### config.mk
export PLATFORM = sky130hd
export DESIGN_NAME = mcpf_ctrl
export DESIGN_NICKNAME = d
export VERILOG_FILES = /design/src/rtl/multi_channel_pipe_fifo_core_defines.svh /design/src/rtl/mcpf_pkg.sv /design/src/rtl/mcpf_ctrl.sv
export SDC_FILE = /design/constraint.sdc
export NUM_CORES = 1
export LEC_CHECK = 0
export BUFFER_PORTS_ARGS = -buffer_cell sky130_fd_sc_hd__buf_2
export CAP_MARGIN = 20
export CELL_PAD_IN_SITES_DETAIL_PLACEMENT = 1
export CELL_PAD_IN_SITES_GLOBAL_PLACEMENT = 2
export CORE_ASPECT_RATIO = 1.75
export CORE_MARGIN = 2
export CORE_UTILIZATION = 47
export CTS_BUF_LIST = sky130_fd_sc_hd__clkbuf_4 sky130_fd_sc_hd__clkbuf_8
export DETAILED_ROUTE_END_ITERATION = 16
export PLACE_DENSITY = 0.9
export REMOVE_ABC_BUFFERS = 1
export SYNTH_ARGS = -nofsm -noshare
export SYNTH_HDL_FRONTEND = slang
export SYNTH_SLANG_ARGS = --single-unit
### constraint.sdc
create_clock -name clk -period 7.2 [get_ports clk]
set_clock_uncertainty 0.1 [all_clocks]
set_input_delay 1.44 -clock clk [delete_from_list [all_inputs] [get_ports clk]]
set_output_delay 1.44 -clock clk [all_outputs]
set_load 0.02 [all_outputs]
### src/rtl/multi_channel_pipe_fifo_core_defines.svh
// ---------------------------------------------------------------------------
// Assertion macros for the multi-channel pipe FIFO core
// Wraps concurrent assertions so that synthesis sees empty bodies.
// ---------------------------------------------------------------------------
`ifndef MULTI_CHANNEL_PIPE_FIFO_CORE_DEFINES_SVH
`define MULTI_CHANNEL_PIPE_FIFO_CORE_DEFINES_SVH

`ifndef SYNTHESIS
// same-cycle implication
`define MCPF_ASSERT_NOW(lbl, clk, rst, ante, cons, msg) \
  lbl: assert property (@(posedge clk) disable iff (rst) (ante) |-> (cons)) else $error(msg);
// next-cycle implication
`define MCPF_ASSERT_NEXT(lbl, clk, rst, ante, cons, msg) \
  lbl: assert property (@(posedge clk) disable iff (rst) (ante) |=> (cons)) else $error(msg);
`else
`define MCPF_ASSERT_NOW(lbl, clk, rst, ante, cons, msg)
`define MCPF_ASSERT_NEXT(lbl, clk, rst, ante, cons, msg)
`endif

`endif

### src/rtl/mcpf_pkg.sv
// ---------------------------------------------------------------------------
// mcpf_pkg
// Command and status codes and the request / result records of the core.
// ---------------------------------------------------------------------------
package mcpf_pkg;

  localparam logic [2:0] CMD_OPEN    = 3'd0;
  localparam logic [2:0] CMD_WRITE   = 3'd1;
  localparam logic [2:0] CMD_READ    = 3'd2;
  localparam logic [2:0] CMD_CLOSE_W = 3'd3;
  localparam logic [2:0] CMD_CLOSE_R = 3'd4;

  localparam logic [2:0] ST_OK       = 3'd0;
  localparam logic [2:0] ST_UNUSABLE = 3'd1;
  localparam logic [2:0] ST_BROKEN   = 3'd2;
  localparam logic [2:0] ST_FULL     = 3'd3;
  localparam logic [2:0] ST_EMPTY    = 3'd4;
  localparam logic [2:0] ST_EOD      = 3'd5;

  typedef struct packed {
    logic [2:0] cmd;
    logic       anonymous;
    logic [3:0] pipe_id;
    logic [7:0] data_in;
    logic       request_end;
  } item_t;

  // result fields known at decode time; the read byte joins from the RAM
  typedef struct packed {
    logic [2:0] status;
    logic [3:0] pipe_out;
    logic       rd_ok;
    logic       request_end;
  } result_t;

endpackage

### src/rtl/mcpf_ctrl.sv
// ---------------------------------------------------------------------------
// mcpf_ctrl
// Per-pipe state table and command decode; issues the byte store access.
// ---------------------------------------------------------------------------
module mcpf_ctrl #(
  parameter int PIPE_COUNT = 16,
  parameter int PIPE_DEPTH = 256,
  localparam int SW = (PIPE_COUNT > 1) ? $clog2(PIPE_COUNT) : 1,
  localparam int IW = $clog2(PIPE_DEPTH),
  localparam int MEM_AW = $clog2(PIPE_COUNT * (2 ** IW))
) (
  input  logic                clk,
  input  logic                rst,
  input  logic                fire,
  input  mcpf_pkg::item_t     item,
  output mcpf_pkg::result_t   res,
  output logic                mem_we,
  output logic [MEM_AW-1:0]   mem_waddr,
  output logic [7:0]          mem_wdata,
  output logic                mem_re,
  output logic [MEM_AW-1:0]   mem_raddr
);

  import mcpf_pkg::*;

  localparam int CW = $clog2(PIPE_DEPTH + 1);

  logic [PIPE_COUNT-1:0] used;
  logic [PIPE_COUNT-1:0] wclosed;
  logic [PIPE_COUNT-1:0] rclosed;
  logic [IW-1:0]         rd_idx [PIPE_COUNT];
  logic [IW-1:0]         wr_idx [PIPE_COUNT];
  logic [CW-1:0]         fill   [PIPE_COUNT];

  logic [SW+3:0] id_ext;
  logic [SW-1:0] sel;
  logic          id_valid;
  logic          used_sel;
  logic          free_found;
  logic [SW-1:0] free_idx;
  logic [SW+3:0] free_ext;
  logic [SW-1:0] open_slot;
  logic          do_open, do_write, do_read, do_close_w, do_close_r;
  logic [IW-1:0] wr_cur, rd_cur, wr_next, rd_next;
  logic [CW-1:0] fill_cur;
  logic [SW+IW-1:0] waddr_full, raddr_full;

  assign id_ext   = {{SW{1'b0}}, item.pipe_id};
  assign sel      = id_ext[SW-1:0];
  assign id_valid = id_ext < (SW + 4)'(PIPE_COUNT);
  assign used_sel = id_valid && used[sel];
  assign wr_cur   = wr_idx[sel];
  assign rd_cur   = rd_idx[sel];
  assign fill_cur = fill[sel];
  assign wr_next  = (wr_cur == IW'(PIPE_DEPTH - 1)) ? '0 : wr_cur + IW'(1);
  assign rd_next  = (rd_cur == IW'(PIPE_DEPTH - 1)) ? '0 : rd_cur + IW'(1);

  // lowest free slot wins
  always_comb begin
    free_found = 1'b0;
    free_idx   = '0;
    for (int i = PIPE_COUNT - 1; i >= 0; i--) begin
      if (!used[i]) begin
        free_found = 1'b1;
        free_idx   = SW'(i);
      end
    end
  end
  assign free_ext = {4'b0, free_idx};

  always_comb begin
    res.status      = ST_UNUSABLE;
    res.pipe_out    = item.pipe_id;
    res.rd_ok       = 1'b0;
    res.request_end = item.request_end;
    do_open    = 1'b0;
    do_write   = 1'b0;
    do_read    = 1'b0;
    do_close_w = 1'b0;
    do_close_r = 1'b0;
    open_slot  = sel;
    case (item.cmd)
      CMD_OPEN: begin
        if (item.anonymous) begin
          res.pipe_out = '0;
          if (free_found) begin
            do_open      = 1'b1;
            open_slot    = free_idx;
            res.pipe_out = free_ext[3:0];
            res.status   = ST_OK;
          end
        end else if (id_valid) begin
          do_open    = !used[sel];
          res.status = ST_OK;
        end
      end
      CMD_WRITE: begin
        if (used_sel) begin
          if (rclosed[sel]) begin
            res.status = ST_BROKEN;
          end else if (fill_cur >= CW'(PIPE_DEPTH)) begin
            res.status = ST_FULL;
          end else begin
            do_write   = 1'b1;
            res.status = ST_OK;
          end
        end
      end
      CMD_READ: begin
        if (used_sel) begin
          if (fill_cur == '0) begin
            res.status = wclosed[sel] ? ST_EOD : ST_EMPTY;
          end else begin
            do_read    = 1'b1;
            res.rd_ok  = 1'b1;
            res.status = ST_OK;
          end
        end
      end
      CMD_CLOSE_W: begin
        if (used_sel) begin
          do_close_w = 1'b1;
          res.status = ST_OK;
        end
      end
      CMD_CLOSE_R: begin
        if (used_sel) begin
          do_close_r = 1'b1;
          res.status = ST_OK;
        end
      end
      default: begin
      end
    endcase
  end

  always_ff @(posedge clk) begin
    if (rst) begin
      used    <= '0;
      wclosed <= '0;
      rclosed <= '0;
      for (int i = 0; i < PIPE_COUNT; i++) begin
        rd_idx[i] <= '0;
        wr_idx[i] <= '0;
        fill[i]   <= '0;
      end
    end else if (fire) begin
      if (do_open) begin
        used[open_slot]    <= 1'b1;
        wclosed[open_slot] <= 1'b0;
        rclosed[open_slot] <= 1'b0;
        rd_idx[open_slot]  <= '0;
        wr_idx[open_slot]  <= '0;
        fill[open_slot]    <= '0;
      end
      if (do_write) begin
        wr_idx[sel] <= wr_next;
        fill[sel]   <= fill_cur + CW'(1);
      end
      if (do_read) begin
        rd_idx[sel] <= rd_next;
        fill[sel]   <= fill_cur - CW'(1);
      end
      if (do_close_w) begin
        wclosed[sel] <= 1'b1;
        if (rclosed[sel]) begin
          used[sel] <= 1'b0;
        end
      end
      if (do_close_r) begin
        rclosed[sel] <= 1'b1;
        if (wclosed[sel]) begin
          used[sel] <= 1'b0;
        end
      end
    end
  end

  assign waddr_full = {sel, wr_cur};
  assign raddr_full = {sel, rd_cur};
  assign mem_we     = fire && do_write;
  assign mem_waddr  = waddr_full[MEM_AW-1:0];
  assign mem_wdata  = item.data_in;
  assign mem_re     = fire && do_read;
  assign mem_raddr  = raddr_full[MEM_AW-1:0];

endmodule

==> Implementation_results.wiki <==
{| class="wikitable"
! Metric !! Value
|-
| First drt pass iteration count || 5
|-
| Synthesized area divided by synthesized cell count || 14.02 um2
|-
| Routed wire length || between 60000 and 70000 um
|-
| Pre-CTS WS || 0.7951 ns
|-
| Average wire per cell in the routed design || 29.01 um
|-
| Number of different library cells in the post-synthesis netlist || 77
|-
| Max rail drop VDD || approximately 0.12 mV
|-
| Post-route worst hold slack || 0.3724 ns
|-
| Worst-skew pair later-pin latency || 0.66 ns
|-
| Minimum setup slack among reg-to-reg paths || 2.40 ns
|-
| Worst reg-to-reg path cell count || 12
|-
| Synthesis-stage register bit count || 448
|-
| PortBufs || between 40 and 50
|-
| WS Path Type || in2out
|-
| Number of hold-slack violations in the final timing report || 0
|-
| Resized cells post-CTS || 0
|-
| Count of hold-fix buffers inserted at cts || 0
|-
| Die area || 49130 um2
|-
| Initial core utilization || 0.4754
|-
| Final period util || 0.8378
|-
| Count of buffers added by post-CTS timing repair for setup || 0
|-
| Async SR Flop Fraction || 0
|-
| Post-DP HPWL || between 40000 and 50000 um
|-
| Total via count in the routed design || ~14000
|-
| Synth area leaders || edfxtp_1 54%, mux4_2 11%, nor2_1 6.4%
|-
| Core area || approximately 47000 um2
|-
| Warnings from Yosys || 0
|-
| Total congestion overflow || 0
|-
| Global-route wire length before repair || about 98000 um
|-
| EDFF count, synth || 400
|-
| Die X || 168.4 um
|-
| Vias in the first global route || roughly 16000
|-
| Clk root buf || clkbuf_8
|-
| Final Setup Violations || 0
|-
| Crit-path slowest cell || mux4_1
|-
| Number of max-cap violations || 0
|-
| Layout fillers || roughly 4500
|-
| Signal arrival time at the worst endpoint || 4.49 ns
|-
| CTS H-tree lvls || 2
|-
| Clock sink count || 448
|-
| Number of placement rows || 105
|-
| Number of max-slew violations in the final report || 0
|-
| Minimum clock period || roughly 6 ns
|-
| Origin of the critical flop-to-flop path || fill[9][7]
|-
| Number of gates on the worst path with buffers counted || 8
|-
| Die span in y || ~290 um
|-
| Total CTS buffers || 58
|-
| Setup crit start kind || input pin
|-
| CP delay by family, top || buffers and inverters
|-
| Largest net degree at the start of global routing || 49
|-
| Biggest cell delay along the critical path || 0.61 ns
|-
| Peak fanout along the critical path || 48
|-
| Count of nets after finishing || 1647
|-
| Worst slew pin tran || 1.114 ns
|-
| Layout overhead on the synthesized area || 8.188%
|-
| Multi-input gate area || 8320 um2
|-
| Worst setup path endpoint || mem_we
|-
| Count of pins on the block boundary || 63
|-
| Power, Total || 5.436 mW
|-
| Sequential fraction of the synthesis area || 0.5835
|-
| Most frequent cell after synthesis || edfxtp_1
|-
| Setup TNS Final || 0 ns
|-
| Antenna violations before repair || 1
|-
| Total routing resource utilization after global routing || 0.2666
|-
| Fmax achieved || 165.8 MHz
|-
| Violation count after the first detailed-route iteration || approximately 1200
|-
| Worst-path cell chain || buf_6, buf_4, mux4_1, a22oi_1, nand2_1, nor4_4, and2_1, buf_2
|-
| Netlist Area Pre-Place || 22230 um2
|-
| Routability congestion estimate || 0.8574
|-
| Proportion of layout cells with a drive suffix above 1 || 0.2321
|-
| Pwr per Cell Area || roughly 230 nW/um2
|-
| DRC viols || 0
|-
| TritonCTS clock tree || built
|-
| Worst slew margin relative to its limit || 0.2565
|-
| Worst min path class || reg2reg
|-
| Final ANT Viol Nets || 0
|-
| DR vias/cell || 6.435
|-
| Critical Path End Type || primary output
|-
| Most used flip-flop cell after synthesis || edfxtp_1
|-
| Final Worst Setup Slack || 1.168 ns
|-
| Critical path launch point || item[9]
|-
| Max Buffers Root-to-Sink || 3
|-
| Number of buffer and inverter instances along the worst setup path || 3
|-
| Combined flip-flop and latch cell area || 12970 um2
|-
| RSZ-0062 raised after global routing || false
|-
| Required time worst endpoint || 5.66 ns
|-
| Share of the synthesized area in the top cell type || 0.5402
|-
| Outcome || finished, final reports clean
|-
| RR Endpoint || fill[9][8]
|-
| CTS clock-pin slew for the worst setup and hold paths || ~0.060 ns
|-
| Cell taking the most area after synthesis || edfxtp_1
|-
| Total leakage power || between 7 and 8 nW
|-
| Gate count after technology mapping || 1586
|-
| Most frequent cells after synthesis || 400 x edfxtp_1, 379 x nor2_1, 113 x mux4_2
|}
[cells by family (layout without fill, tap and decap cells)]
family                     count (synthesis)  after routing  share of synthesized area
AOI/OAI and AO/OA                        211            211                     0.1042
and+or+nand+nor                          617            617                     0.1248
buffers and inverters                    156            233                    0.04637
other                                      0              1                          0
muxes                                    131            131                     0.1301
adders and majority gates                 10             10                   0.005965
DFF                                      448            448                     0.5835
xor gates and xnor gates                  13             13                   0.005121
[layer usage]
layer	track usage	part of all wire	up-vias	routed length, um
met1	0.2864	0.34	7524	22460
met3	0.03185	0.049	216	3226
met4	0.1558	0.061	0	4000
li1	-	-	6171	-
met2	0.4982	0.55	581	35640
met5	0	0	-	0
[where the power goes]
part | total [mW] | switching [mW] | internal [mW]
Sequential | 2.93 | 0.0279 | 2.90
Combinational | 0.509 | 0.337 | 0.172
Clock | 2.00 | 0.968 | 1.03
[cell type report]
| type | instances | share of cell area |
|---|---|---|
| tap | 588 | 0.03059 |
| clock buffer | 79 | 0.04104 |
| timing repair buffer | 111 | 0.03126 |
| sequential | 448 | 0.5393 |
| multi-input combinational | 982 | 0.3459 |
| inverter | 16 | 0.002497 |
| clock inverter | 27 | 0.009311 |
| antenna | 1 | 0.0001040 |
[metrics by stage]
step | util | instance area (um2) | cells
2_1_floorplan | - | 21260 | 1446
3_3_place_gp | 0.4880 | 22830 | 2144
3_5_place_dp | 0.4884 | 22840 | 2145
4_1_cts | 0.5143 | 24050 | 2251
5_1_grt | 0.5143 | 24050 | 2252
6_report | 0.5143 | 24050 | 2252
[how the worst min path moves through the flow]
stage                           start           to  slack, ns  cells past startpoint
after floorplan            rclosed[1]   rclosed[1]       0.33                      1
after global placement     rclosed[2]   rclosed[2]       0.34                      1
after detailed placement  rclosed[11]  rclosed[11]       0.36                      1
after CTS                 rclosed[11]  rclosed[11]       0.37                      1
after global routing      rclosed[11]  rclosed[11]       0.38                      1
final                      wclosed[6]   wclosed[6]       0.37                      1
[registers in the layout, indices dropped and copies added (netlist names)]
name and count:
used 16, rclosed 16, fill 144, rd_idx 128, wr_idx 128, wclosed 16
[layout by cell type, fill, tap and decap left out, types with 25 or more instances in the layout]
cell type  count
nor3_1        40
edfxtp_1     400
a31oi_1       28
buf_2         42
dfxtp_1       48
mux4_2       113
nand2_1       51
buf_4         66
nor2_1       373
o2111ai_4     32
a32o_1        25
nand2b_1      60
clkbuf_8      63
No activity file was read; power rests on OpenSTA's default activity.
